### config.mk
export PLATFORM = sky130hd
export DESIGN_NAME = json_stream_pretty_printer_core
export DESIGN_NICKNAME = d
export VERILOG_FILES = /design/src/hdl/jspp_pkg.sv /design/src/hdl/jspp_front.sv /design/src/hdl/jspp_cmdq.sv /design/src/hdl/jspp_back.sv /design/src/hdl/json_stream_pretty_printer_core.sv
export VERILOG_INCLUDE_DIRS = /design/src /design/src/hdl
export SDC_FILE = /design/constraint.sdc
export NUM_CORES = 1
export LEC_CHECK = 0
export BUFFER_PORTS_ARGS = -buffer_cell sky130_fd_sc_hd__buf_4
export CAP_MARGIN = 15
export CORE_ASPECT_RATIO = 1.75
export CORE_MARGIN = 2
export CORE_UTILIZATION = 56
export CTS_CLUSTER_DIAMETER = 120
export DETAILED_ROUTE_END_ITERATION = 8
export MAX_ROUTING_LAYER = met4
export PLACE_DENSITY_LB_ADDON = 0.15
export SYNTH_ARGS = -nofsm -noshare
export SYNTH_HDL_FRONTEND = slang
export SYNTH_HIERARCHICAL = 1
export SYNTH_SLANG_ARGS = --single-unit
### constraint.sdc
create_clock -name i_clk -period 6.1 [get_ports i_clk]
set_clock_uncertainty 0.15 [all_clocks]
set_input_delay 0.61 -clock i_clk [delete_from_list [all_inputs] [get_ports i_clk]]
set_output_delay 0.61 -clock i_clk [all_outputs]
set_load 0.02 [all_outputs]
### src/hdl/json_stream_pretty_printer_core_macros.svh
// Assertion macros shared by the pretty printer RTL.
// Included by every module that carries concurrent checks.
`ifndef JSON_STREAM_PRETTY_PRINTER_CORE_MACROS_SVH
`define JSON_STREAM_PRETTY_PRINTER_CORE_MACROS_SVH

// Same-cycle implication, disabled while reset is asserted.
`define JSPP_ASSERT_IMP(lbl, clk, rstn, ante, cons) \
    lbl: assert property (@(posedge clk) disable iff (!(rstn)) (ante) |-> (cons)) \
        else $error("jspp assertion failed");

// Next-cycle implication, disabled while reset is asserted.
`define JSPP_ASSERT_NXT(lbl, clk, rstn, ante, cons) \
    lbl: assert property (@(posedge clk) disable iff (!(rstn)) (ante) |=> (cons)) \
        else $error("jspp assertion failed");

`endif

### src/hdl/jspp_pkg.sv
// Shared types and constants of the JSON pretty printer.
// No dependencies; imported by all jspp modules and the core top level.
`timescale 1ns / 1ps
`default_nettype none
package jspp_pkg;

    localparam int BYTE_W      = 8;
    localparam int DEPTH_W     = 8;
    localparam int SPACE_W     = 16;
    localparam int CNT_W       = 2;

    localparam int DEF_MAX_DEPTH   = 255;
    localparam int DEF_QUEUE_DEPTH = 2;

    localparam logic [BYTE_W-1:0] INDENT_RESET = 8'd4;

    localparam logic [BYTE_W-1:0] CH_QUOTE  = 8'h22;
    localparam logic [BYTE_W-1:0] CH_BSLASH = 8'h5C;
    localparam logic [BYTE_W-1:0] CH_LBRACE = 8'h7B;
    localparam logic [BYTE_W-1:0] CH_LBRACK = 8'h5B;
    localparam logic [BYTE_W-1:0] CH_RBRACE = 8'h7D;
    localparam logic [BYTE_W-1:0] CH_RBRACK = 8'h5D;
    localparam logic [BYTE_W-1:0] CH_COMMA  = 8'h2C;
    localparam logic [BYTE_W-1:0] CH_COLON  = 8'h3A;
    localparam logic [BYTE_W-1:0] CH_SPACE  = 8'h20;
    localparam logic [BYTE_W-1:0] CH_TAB    = 8'h09;
    localparam logic [BYTE_W-1:0] CH_CR     = 8'h0D;
    localparam logic [BYTE_W-1:0] CH_LF     = 8'h0A;

    localparam logic KIND_CHAR  = 1'b0;
    localparam logic KIND_BREAK = 1'b1;

    // One classified input byte: optional line break, then one character,
    // the " : " triple or nothing.
    typedef struct packed {
        logic               brk;
        logic               chr_en;
        logic               colon;
        logic [BYTE_W-1:0]  chr;
        logic [SPACE_W-1:0] spaces;
    } t_cmd;

endpackage
`default_nettype wire

### src/hdl/jspp_front.sv
// Front end: classifies each accepted byte, tracks nesting and string
// state, and builds at most one command. Depends on jspp_pkg and the macro header.
`timescale 1ns / 1ps
`default_nettype none
`include "json_stream_pretty_printer_core_macros.svh"
module jspp_front #(
    parameter int MAX_DEPTH = jspp_pkg::DEF_MAX_DEPTH
) (
    input  wire                         i_clk,
    input  wire                         i_rst_n,
    input  wire                         i_accept,
    input  wire  [jspp_pkg::BYTE_W-1:0] i_in_byte,
    input  wire                         i_end_of_stream,
    input  wire                         i_cfg_we,
    input  wire  [jspp_pkg::BYTE_W-1:0] i_cfg_data,
    output logic                        o_cmd_valid,
    output jspp_pkg::t_cmd              o_cmd
);
    import jspp_pkg::*;

    localparam logic [DEPTH_W-1:0] MAX_D = DEPTH_W'(MAX_DEPTH);

    logic [BYTE_W-1:0]  r_indent;
    logic [DEPTH_W-1:0] r_depth, n_depth;
    logic               r_in_str, n_in_str;
    logic               r_esc, n_esc;
    logic               r_pend, n_pend;

    logic               quote_live;
    logic               do_fmt;
    logic               do_plain;
    logic [DEPTH_W-1:0] brk_depth;
    t_cmd               cmd;

    always_comb begin
        cmd        = '0;
        cmd.chr    = i_in_byte;
        n_depth    = r_depth;
        n_in_str   = r_in_str;
        n_esc      = r_esc;
        n_pend     = r_pend;
        brk_depth  = r_depth;
        quote_live = (i_in_byte == CH_QUOTE) && !r_esc;
        do_fmt     = 1'b0;
        do_plain   = 1'b0;
        o_cmd_valid = 1'b0;

        if (i_end_of_stream) begin
            cmd.brk     = 1'b1;
            brk_depth   = '0;
            o_cmd_valid = 1'b1;
        end else if (i_in_byte != CH_CR && i_in_byte != CH_LF) begin
            do_fmt   = quote_live ||
                       (!r_in_str && i_in_byte != CH_SPACE && i_in_byte != CH_TAB);
            do_plain = !quote_live && r_in_str;
            if (do_fmt) begin
                unique case (i_in_byte) inside
                    CH_LBRACE, CH_LBRACK: begin
                        cmd.brk    = r_pend;
                        cmd.chr_en = 1'b1;
                        if (r_depth < MAX_D) begin
                            n_depth = r_depth + 1'b1;
                        end
                        n_pend = 1'b1;
                    end
                    CH_RBRACE, CH_RBRACK: begin
                        if (r_depth != '0) begin
                            n_depth = r_depth - 1'b1;
                        end
                        brk_depth  = n_depth;
                        cmd.brk    = 1'b1;
                        cmd.chr_en = 1'b1;
                        n_pend     = 1'b1;
                    end
                    CH_COMMA: begin
                        cmd.chr_en = 1'b1;
                        n_pend     = 1'b1;
                    end
                    CH_COLON: begin
                        cmd.colon = 1'b1;
                    end
                    default: begin
                        cmd.brk    = r_pend;
                        cmd.chr_en = 1'b1;
                        n_pend     = 1'b0;
                    end
                endcase
            end else if (do_plain) begin
                cmd.chr_en = 1'b1;
            end
            o_cmd_valid = do_fmt || do_plain;
            if (quote_live) begin
                n_in_str = !r_in_str;
            end
            n_esc = (i_in_byte == CH_BSLASH) ? !r_esc : 1'b0;
        end
        cmd.spaces = SPACE_W'(brk_depth) * SPACE_W'(r_indent);
        o_cmd      = cmd;
    end

    always_ff @(posedge i_clk) begin
        if (!i_rst_n) begin
            r_indent <= INDENT_RESET;
            r_depth  <= '0;
            r_in_str <= 1'b0;
            r_esc    <= 1'b0;
            r_pend   <= 1'b0;
        end else begin
            if (i_cfg_we) begin
                r_indent <= i_cfg_data;
            end
            if (i_accept) begin
                r_depth  <= n_depth;
                r_in_str <= n_in_str;
                r_esc    <= n_esc;
                r_pend   <= n_pend;
            end
        end
    end

    `JSPP_ASSERT_IMP(a_depth_cap, i_clk, i_rst_n, 1'b1, r_depth <= MAX_D)
    `JSPP_ASSERT_NXT(a_idle_hold, i_clk, i_rst_n, !i_accept,
                     r_depth == $past(r_depth) && r_in_str == $past(r_in_str))

endmodule
`default_nettype wire

### src/hdl/jspp_cmdq.sv
// Short command queue between the front end and the emitter.
// Depends on jspp_pkg and the macro header.
`timescale 1ns / 1ps
`default_nettype none
`include "json_stream_pretty_printer_core_macros.svh"
module jspp_cmdq #(
    parameter int DEPTH = jspp_pkg::DEF_QUEUE_DEPTH
) (
    input  wire            i_clk,
    input  wire            i_rst_n,
    input  wire            i_push,
    input  jspp_pkg::t_cmd i_cmd,
    output logic           o_full,
    input  wire            i_pop,
    output logic           o_empty,
    output jspp_pkg::t_cmd o_cmd
);
    import jspp_pkg::*;

    localparam int PTR_W = (DEPTH > 1) ? $clog2(DEPTH) : 1;
    localparam int CNT_QW = $clog2(DEPTH + 1);
    localparam logic [PTR_W-1:0]  LAST_PTR = PTR_W'(DEPTH - 1);
    localparam logic [CNT_QW-1:0] FULL_CNT = CNT_QW'(DEPTH);

    t_cmd              r_mem [DEPTH];
    logic [PTR_W-1:0]  r_wr, r_rd;
    logic [CNT_QW-1:0] r_cnt;
    logic              do_wr, do_rd;

    assign o_full  = (r_cnt == FULL_CNT);
    assign o_empty = (r_cnt == '0);
    assign o_cmd   = r_mem[r_rd];
    assign do_wr   = i_push && !o_full;
    assign do_rd   = i_pop && !o_empty;

    always_ff @(posedge i_clk) begin
        if (do_wr) begin
            r_mem[r_wr] <= i_cmd;
        end
    end

    always_ff @(posedge i_clk) begin
        if (!i_rst_n) begin
            r_wr  <= '0;
            r_rd  <= '0;
            r_cnt <= '0;
        end else begin
            if (do_wr) begin
                r_wr <= (r_wr == LAST_PTR) ? '0 : r_wr + 1'b1;
            end
            if (do_rd) begin
                r_rd <= (r_rd == LAST_PTR) ? '0 : r_rd + 1'b1;
            end
            if (do_wr && !do_rd) begin
                r_cnt <= r_cnt + 1'b1;
            end else if (do_rd && !do_wr) begin
                r_cnt <= r_cnt - 1'b1;
            end
        end
    end

    `JSPP_ASSERT_IMP(a_cnt_range, i_clk, i_rst_n, 1'b1, r_cnt <= FULL_CNT)
    `JSPP_ASSERT_NXT(a_cnt_track, i_clk, i_rst_n, do_wr && !do_rd, r_cnt == $past(r_cnt) + 1'b1)

endmodule
`default_nettype wire

### src/hdl/jspp_back.sv
// Emitter: takes commands from the queue and plays them out as one result
// per cycle while pop is high. Depends on jspp_pkg and the macro header.
`timescale 1ns / 1ps
`default_nettype none
`include "json_stream_pretty_printer_core_macros.svh"
module jspp_back (
    input  wire                          i_clk,
    input  wire                          i_rst_n,
    input  wire                          i_q_empty,
    input  jspp_pkg::t_cmd               i_q_cmd,
    output logic                         o_q_pop,
    input  wire                          pop,
    output logic                         empty,
    output logic                         o_kind,
    output logic [jspp_pkg::BYTE_W-1:0]  o_out_byte,
    output logic [jspp_pkg::SPACE_W-1:0] o_space_count,
    output logic                         o_last
);
    import jspp_pkg::*;

    localparam logic [CNT_W-1:0] CNT_TRIPLE = CNT_W'(3);
    localparam logic [CNT_W-1:0] CNT_MID    = CNT_W'(2);
    localparam logic [CNT_W-1:0] CNT_ONE    = CNT_W'(1);

    t_cmd             r_cmd;
    logic             r_busy;
    logic             r_brk;
    logic [CNT_W-1:0] r_cnt;
    logic             take;
    logic             load;

    always_comb begin
        empty         = !r_busy;
        o_kind        = KIND_CHAR;
        o_out_byte    = '0;
        o_space_count = '0;
        o_last        = 1'b0;
        if (r_brk) begin
            o_kind        = KIND_BREAK;
            o_space_count = r_cmd.spaces;
            o_last        = (r_cnt == '0);
        end else begin
            o_out_byte = r_cmd.chr;
            if (r_cmd.colon) begin
                // " : " is played out with the colon in the middle slot
                o_out_byte = (r_cnt == CNT_MID) ? CH_COLON : CH_SPACE;
            end
            o_last = (r_cnt == CNT_ONE);
        end
    end

    assign take    = pop && r_busy;
    assign load    = !r_busy || (take && o_last);
    assign o_q_pop = load && !i_q_empty;

    always_ff @(posedge i_clk) begin
        if (o_q_pop) begin
            r_cmd <= i_q_cmd;
        end
    end

    always_ff @(posedge i_clk) begin
        if (!i_rst_n) begin
            r_busy <= 1'b0;
            r_brk  <= 1'b0;
            r_cnt  <= '0;
        end else if (load) begin
            r_busy <= !i_q_empty;
            r_brk  <= !i_q_empty && i_q_cmd.brk;
            if (i_q_empty) begin
                r_cnt <= '0;
            end else if (i_q_cmd.colon) begin
                r_cnt <= CNT_TRIPLE;
            end else begin
                r_cnt <= CNT_W'(i_q_cmd.chr_en);
            end
        end else if (take) begin
            if (r_brk) begin
                r_brk <= 1'b0;
            end else begin
                r_cnt <= r_cnt - 1'b1;
            end
        end
    end

    `JSPP_ASSERT_NXT(a_more_follows, i_clk, i_rst_n, take && !o_last, !empty)
    `JSPP_ASSERT_IMP(a_char_left, i_clk, i_rst_n, r_busy && !r_brk, r_cnt != '0)
    `JSPP_ASSERT_IMP(a_idle_clean, i_clk, i_rst_n, !r_busy, !r_brk && r_cnt == '0)

endmodule
`default_nettype wire

### src/hdl/json_stream_pretty_printer_core.sv
// JSON pretty printer: one text byte in per request, formatted results out,
// each a character or a line break followed by depth * indent spaces.
// An input byte is taken every cycle while full is low; each byte gives zero
// to three results and the emitter delivers one result per cycle while pop
// is high. A byte's command is registered in the command queue, then in the
// emitter register, before its first result appears. indent_width is written
// through i_cfg_we / i_cfg_data and should only change while the block is
// idle. No clearing pass: the block is ready as soon as reset is released.
// Depends on jspp_pkg, jspp_front, jspp_cmdq and jspp_back.
`timescale 1ns / 1ps
`default_nettype none
module json_stream_pretty_printer_core #(
    parameter int MAX_DEPTH   = jspp_pkg::DEF_MAX_DEPTH,
    parameter int QUEUE_DEPTH = jspp_pkg::DEF_QUEUE_DEPTH
) (
    input  wire                          i_clk,
    input  wire                          i_rst_n,
    input  wire                          push,
    output logic                         full,
    input  wire  [jspp_pkg::BYTE_W-1:0]  i_in_byte,
    input  wire                          i_end_of_stream,
    input  wire                          i_cfg_we,
    input  wire  [jspp_pkg::BYTE_W-1:0]  i_cfg_data,
    output logic                         empty,
    input  wire                          pop,
    output logic                         o_kind,
    output logic [jspp_pkg::BYTE_W-1:0]  o_out_byte,
    output logic [jspp_pkg::SPACE_W-1:0] o_space_count,
    output logic                         o_last
);
    import jspp_pkg::*;

    logic accept;
    logic cmd_valid;
    t_cmd front_cmd;
    t_cmd q_cmd;
    logic q_full, q_empty, q_pop;

    assign full   = q_full;
    assign accept = push && !q_full;

    jspp_front #(
        .MAX_DEPTH (MAX_DEPTH)
    ) u_front (
        .i_clk           (i_clk),
        .i_rst_n         (i_rst_n),
        .i_accept        (accept),
        .i_in_byte       (i_in_byte),
        .i_end_of_stream (i_end_of_stream),
        .i_cfg_we        (i_cfg_we),
        .i_cfg_data      (i_cfg_data),
        .o_cmd_valid     (cmd_valid),
        .o_cmd           (front_cmd)
    );

    jspp_cmdq #(
        .DEPTH (QUEUE_DEPTH)
    ) u_cmdq (
        .i_clk   (i_clk),
        .i_rst_n (i_rst_n),
        .i_push  (accept && cmd_valid),
        .i_cmd   (front_cmd),
        .o_full  (q_full),
        .i_pop   (q_pop),
        .o_empty (q_empty),
        .o_cmd   (q_cmd)
    );

    jspp_back u_back (
        .i_clk         (i_clk),
        .i_rst_n       (i_rst_n),
        .i_q_empty     (q_empty),
        .i_q_cmd       (q_cmd),
        .o_q_pop       (q_pop),
        .pop           (pop),
        .empty         (empty),
        .o_kind        (o_kind),
        .o_out_byte    (o_out_byte),
        .o_space_count (o_space_count),
        .o_last        (o_last)
    );

endmodule
`default_nettype wire
==> results of run 1 <==
==> cell type report <==
type                    instances  area (um2)
clock buffers                  10         229
clock inverters                 6        73.8
fillers                       970        4160
inverters                      65         244
multi-input cells             453        3880
flip-flops and latches        107        2930
well taps                     168         210
repair buffers                102         766
==> Yosys cell counts (6+ instances only) <==
cell and number:
a21oi_1 20, and2_1 26, buf_4 10, clkbuf_1 9
dfxtp_1 28, edfxtp_1 79, fa_1 36, ha_1 43
inv_1 64, mux2_2 27, mux2i_1 9, nand2_1 11
nand2b_1 21, nand3_1 8, nor2_1 82, nor2b_1 11
nor3_1 11, o21ai_0 17, or2_1 12, or3_1 6
xnor2_1 13
==> layout by cell type, fill, tap and decap left out, types with 17 or more instances in the layout <==
master	Yosys	final
fa_1	36	36
buf_4	10	102
nand2b_1	21	21
nor2_1	82	80
ha_1	43	42
and2_1	26	26
mux2_2	27	27
inv_1	64	64
dfxtp_1	28	28
o21ai_0	17	17
edfxtp_1	79	79
a21oi_1	20	20
==> routing by layer <==
layer | routed length, um | part of all wire | global-route usage | vias up
met1 | 5330 | 0.37 | 0.238 | 2387
met2 | 7940 | 0.56 | 0.410 | 145
met5 | 0 | 0 | - | -
met4 | 599 | 0.042 | 0.110 | 0
li1 | - | - | - | 2416
met3 | 422 | 0.030 | 0.0365 | 51
==> flip-flops by register name, summed over array words and instances (netlist names), 2 cells and up, named ones only <==
signal            cells
u_back/r_cmd         25
u_cmdq/r_mem         54
u_front/r_indent      8
u_back/r_cnt          2
u_front/r_depth       8
u_cmdq/r_cnt          2
==> repair_timing <==
item	CTS	global route
endpoints found under the setup margin	8	10
gates resized for setup	1	7
hold endpoints to repair	0	0
buffers inserted	0	1
cloned	0	0
==> power by group through the flow <==
| stage | sequential (mW) | clock [mW] | combinational (mW) |
|---|---|---|---|
| finish | 1.05 | 0.590 | 0.592 |
| global route | 1.06 | 0.630 | 0.651 |
| CTS | 1.05 | 0.601 | 0.600 |
| detailed placement | 1.07 | 0 | 0.594 |
| global placement | 1.06 | 0 | 0.581 |
| floorplan | 1.05 | 0 | 0.412 |
==> tightest hold or removal path, delay by kind of cell <==
kind / cells / cell delay (ps)
buffers and inverters: 1 / 80
AND/OR/NAND/NOR: 1 / 60
multiplexers: 1 / 60
==> logic make-up (layout without fill, tap and decap cells) <==
kind of cell / after synthesis / after routing / synth area share
buffers and inverters: 93 / 183 / 0.0564
adders and majority gates: 79 / 79 / 0.176
AOI/OAI and AO/OA: 93 / 93 / 0.103
and+or+nand+nor: 226 / 226 / 0.175
xor gates and xnor gates: 18 / 18 / 0.0231
muxes: 37 / 37 / 0.0571
DFF: 107 / 107 / 0.410
==> through the flow <==
stage                     setup slack (ps)  TNS (ps)  area, um2
after global routing                 -26.2     -52.2       8340
final                                  201         0       8340
after floorplan                       52.6         0       7160
after global placement               -79.3      -295       7980
after CTS                             42.3         0       8290
after detailed placement              -182     -1050       7980
==> worst max-delay path by stage <==
stage	from	to	cells after the start
after floorplan	i_in_byte[5]	u_cmdq/r_mem[0][15]	20
after detailed placement	i_in_byte[5]	u_cmdq/r_mem[1][15]	23
after global placement	i_in_byte[5]	u_cmdq/r_mem[0][15]	21
final	i_in_byte[4]	u_cmdq/r_mem[1][15]	24
after CTS	u_front/r_depth[0]	u_cmdq/r_mem[1][15]	25
after global routing	u_front/r_depth[0]	u_cmdq/r_mem[1][15]	24
==> run summary, run 1 <==
Outcome = finished, final reports clean
Synth-to-Final Area Change = 16.4%
CTS tree = yes
Share of flip-flops with an asynchronous set or reset = 0
FF-to-FF path depth = 24
Die Wd = 89.5 um
IO Pins = 50
Share of layout cells above drive strength 1 = 0.250
Netlist cell types = 78
Final period util = 0.967
Peak fanout along the critical path = 5
Pre-antenna DRT Iters = 5
Antenna violations before repair = 0
Crit Path Category = in2reg
Synth top area cells = edfxtp_1 (33%), fa_1 (10%), dfxtp_1 (7.8%)
CP max-delay cell = fa_1
Antenna diodes = 0
Root buf cell = clkbuf_16
Power Dens Cells = 267 nW/um2
Worst Max-Slew Pin Slew = 660 ps
Sw Ratio = 0.295
Kind of cell adding the most delay to the critical path = adder cells
Placed cell count = 894
Sequential share of power = 0.470
CTS Hold Bufs = 0
Die height = 154 um
DR WL/cell = 15.7 um
CP Capture Type = flop
Area share of the largest cell type after synthesis = 0.331
Hold slack final = 335 ps
Flop2flop setup slack = 250 ps
Setup-failing EPs final = 0
Synth Flop Type = edfxtp_1
Net Sw Power = 0.657 mW
GRT Total Usage = 0.230
Cell Area, Synth = 7160 um2
Post-synth EDFFs = 79
Number of global-route vias before repair = 5227
Clock sinks = 107
Clock Tree Buf Depth = 2
HP Class = in2reg
Final core utilization = 0.667
Clock network power share = 0.265
Core Area = 12500 um2
Slew HR = 0.559
Synth Register Bits = 107
Worst Path Required = 6040 ps
Standard-cell row count = 54
Gate power share = 0.265
Syn Inst Count = 653
Syn Area/Cell = 11.0 um2
Sequential-to-total area share from yosys stat = 0.410
Worst Path Buf+Inv = 8
Final Max Slew Viols = 0
Detail Placement HPWL = 11100 um
Worst VDD drop = 0.160 mV
P_int = 1.57 mW
First-pass GRT wire length = 23900 um
Initial Util = 0.573
Crit Reg-Reg Startpoint = u_front/r_depth[1]
DIE AREA = 13700 um2
Area leader, netlist = edfxtp_1
Synthesized Nets = 754
Vias per inst = 5.49
Post-layout min period = 5900 ps
Max Freq = 170 MHz
Crit path DAT = 5840 ps
Lkg Pwr = 3.49 nW
DRC Markers = 0
Grt total ovfl = 0
Yosys warnings = 6
Post-DRT Antenna Nets = 0
Layout Nets = 839
Total Power = 2.23 mW
CP max stage delay = 560 ps
CTS Buf Count = 9
Hold Path Sink = u_front/r_indent[2]
Routability cong. = 0.948
Post-Layout Cell Count = 911
Drt total wl = 14300 um
Max cap viols = 0
H-Tree Depth = 3
Worst hold path depth = 3
DR iter-0 viols = 233
Port-buffer cells = 49
R2R Path End = u_cmdq/r_mem[1][15]
Startpoint types = input port
Via count = 4999
Hold path startpoint = i_cfg_data[2]
Hold Violations, Final = 0
Largest net degree at the start of global routing = 29
Reg clk slew, reported paths = 70 ps
Clock Latency Late Sink = 350 ps
CP Cell Sequence = buf_4, buf_4, nor3_1, nand4b_1, buf_4, o311ai_4, nand2_4, a22oi_2, nor2_1, fa_1, inv_1, fa_1, inv_1, fa_1, inv_1, fa_1, inv_1, ha_1, o21ai_0, a21oi_1, o41ai_2, buf_4, o21ai_0, xnor2_1
No activity file was read; power rests on OpenSTA's default activity.
==> run 2: changes to the inputs <==
--- a/config.mk
+++ b/config.mk
@@ -15,6 +15,7 @@
 export DETAILED_ROUTE_END_ITERATION = 8
 export MAX_ROUTING_LAYER = met4
 export PLACE_DENSITY_LB_ADDON = 0.15
+export SETUP_SLACK_MARGIN = 0.5
 export SYNTH_ARGS = -nofsm -noshare
 export SYNTH_HDL_FRONTEND = slang
 export SYNTH_HIERARCHICAL = 1
==> run 2 against run 1 <==
Net effect:
- design area rose by 2.1%
- hold slack worse by 13 ps
- non-clock buffer count decreased by 6
- die area unchanged
- combinational power shrank 2%
- count of clock-buffer cells in the layout unchanged
- critical path type unchanged
- largest power group unchanged
==> run summary, run 2 (synthesis results as in run 1) <==
Vias per inst = 5.53
P_int = 1.54 mW
Final period util = 0.916
Routability cong. = 0.938
Root buf cell = clkbuf_16
Final instance area = 8510 um2
Clock network power share = 0.254
CTS Buf Count = 9
Leading registers by flop count = u_cmdq/r_mem x54, u_back/r_cmd x25
Outcome = finished, final reports clean
CP most frequent cell = fa_1
Standard-cell row count = 54
Clock Tree Buf Depth = 2
Clock Latency Late Sink = 340 ps
Commonest cells after routing, fill and taps aside = buf_4 (91), edfxtp_1 (79), nor2_1 (75)
H-Tree Depth = 3
Hold Violations, Final = 0
Share of layout cells above drive strength 1 = 0.289
Post-DRT Antenna Nets = 0
Final core utilization = 0.681
Unrepaired setup endpoints after global routing = yes
Slew HR = 0.570
Worst hold path depth = 1
Peak fanout along the critical path = 5
Antenna violations before repair = 0
Lkg Pwr = 3.49 nW
Max FFs per register = 54
Crit Path Category = in2reg
Pre-antenna DRT Iters = 4
Power Dens Cells = 259 nW/um2
Placed Area = 7840 um2
Worst Path Buf+Inv = 6
Net Sw Power = 0.669 mW
Clock sinks = 107
Sw Ratio = 0.303
R2R Path End = u_cmdq/r_mem[1][13]
Most common cell after layout, fill and taps aside = buf_4
Reg with most FFs = u_cmdq/r_mem
Reg clk slew, reported paths = 70 ps
IO Pins = 50
Layout Nets = 833
Number of global-route vias before repair = 5176
CTS Hold Bufs = 0
Die height = 154 um
Drt total wl = 14800 um
Die Wd = 89.5 um
FF-to-FF path depth = 24
Via count = 5001
Final Max Slew Viols = 0
Setup-failing EPs final = 0
Levels on crit path = 22
Sequential share of power = 0.481
Startpoint types = input port
# fillers = 909
CP Capture Type = flop
Post-layout min period = 5590 ps
Largest net degree at the start of global routing = 28
DRC Markers = 0
First-pass GRT wire length = 24000 um
Setup_tns = 0 ps
CP Cell Sequence = buf_8, or3_4, nor4_4, o311ai_4, a32o_2, a22oi_4, nor2_2, fa_1, inv_2, fa_1, inv_1, fa_1, inv_1, fa_1, inv_2, ha_4, o21ai_2, a21oi_2, o41ai_2, buf_4, o21bai_1, xor2_1
GRT Total Usage = 0.229
DIE AREA = 13700 um2
DR iter-0 viols = 229
Initial Util = 0.573
Detail Placement HPWL = 11000 um
DR WL/cell = 16.3 um
CP max-delay cell = fa_1
Worst Max-Slew Pin Slew = 644 ps
Hold Path Sink = u_cmdq/r_mem[0][23]
Max cap viols = 0
CP max stage delay = 550 ps
Worst VDD drop = 0.149 mV
Gate power share = 0.264
HP Class = in2reg
Crit path DAT = 5520 ps
Grt total ovfl = 0
Max Freq = 179 MHz
Kind of cell adding the most delay to the critical path = adder cells
Hold slack final = 321 ps
Flop2flop setup slack = 560 ps
Worst Path Required = 6030 ps
Antenna diodes = 0
Hold path startpoint = i_in_byte[7]
CTS tree = yes
Port-buffer cells = 49
Crit Reg-Reg Startpoint = u_front/r_depth[1]
Synth-to-Final Area Change = 18.9%
Core Area = 12500 um2
==> run 2: cell types whose count changed in the layout (fill, tap and decap cells not counted), moves of 4 or more <==
cell,change
inv_2,+6
ha_1,-7
o21ai_0,-7
buf_4,-11
nor2_2,+4
nor2_1,-5
inv_1,-6
ha_4,+4
o21ai_2,+4
==> run 2: through the flow <==
step | setup WS [ps] | power (mW) | std cells
global placement | 1.79 | 1.63 | 867
finish | 513 | 2.21 | 905
floorplan | 368 | 1.46 | 653
CTS | 504 | 2.22 | 892
global route | 391 | 2.32 | 905
detailed placement | -131 | 1.66 | 867
==> run 2: routing by layer <==
| layer | vias up | global-route usage | share of wire |
|---|---|---|---|
| met1 | 2448 | 0.247 | 0.39 |
| met3 | 30 | 0.0279 | 0.023 |
| met4 | 0 | 0.0995 | 0.026 |
| li1 | 2408 | - | - |
| met5 | - | - | 0 |
| met2 | 115 | 0.410 | 0.56 |
==> run 2: how the worst max path moves through the flow <==
| stage | start | endpoint | slack (ps) |
|---|---|---|---|
| after floorplan | i_in_byte[6] | u_cmdq/r_mem[0][12] | 370 |
| after global placement | i_in_byte[6] | u_cmdq/r_mem[0][14] | 2 |
| after detailed placement | i_in_byte[6] | u_cmdq/r_mem[1][15] | -130 |
| after CTS | i_in_byte[5] | u_cmdq/r_mem[1][13] | 500 |
| after global routing | i_in_byte[5] | u_cmdq/r_mem[1][13] | 390 |
| final | i_in_byte[5] | u_cmdq/r_mem[1][13] | 510 |
==> run 2: worst register-to-register path, delay by kind of cell, from the launching register on <==
family,cells,cell delay [ps]
adders and majority gates,6,2390
AOI/OAI and AO/OA,5,850
buffers and inverters,8,750
and+or+nand+nor,4,620
DFF,1,320
xor gates and xnor gates,1,170
==> run 2: cell type report <==
cell class	count	area [um2]	area share
clock inverter	6	57.6	0.00676
timing repair buffer	96	751	0.0882
tap	168	210	0.0247
inverter	65	244	0.0287
sequential	107	2930	0.345
clock buffer	10	229	0.0269
multi-input combinational	453	4090	0.480
==> run 2: repair_timing <==
item / in CTS / in global routing
buffers inserted: 9 / 12
pin swaps: 12 / 15
endpoints found under the setup margin: 12 / 14
gates resized for setup: 14 / 35
==> run 2: power groups by stage <==
| stage | registers [mW] | logic (mW) | clock network (mW) |
|---|---|---|---|
| 2_1_floorplan | 1.05 | 0.412 | 0 |
| 6_report | 1.06 | 0.583 | 0.561 |
| 3_5_place_dp | 1.09 | 0.563 | 0 |
| 3_3_place_gp | 1.08 | 0.546 | 0 |
| 5_1_grt | 1.08 | 0.637 | 0.601 |
| 4_1_cts | 1.08 | 0.568 | 0.577 |
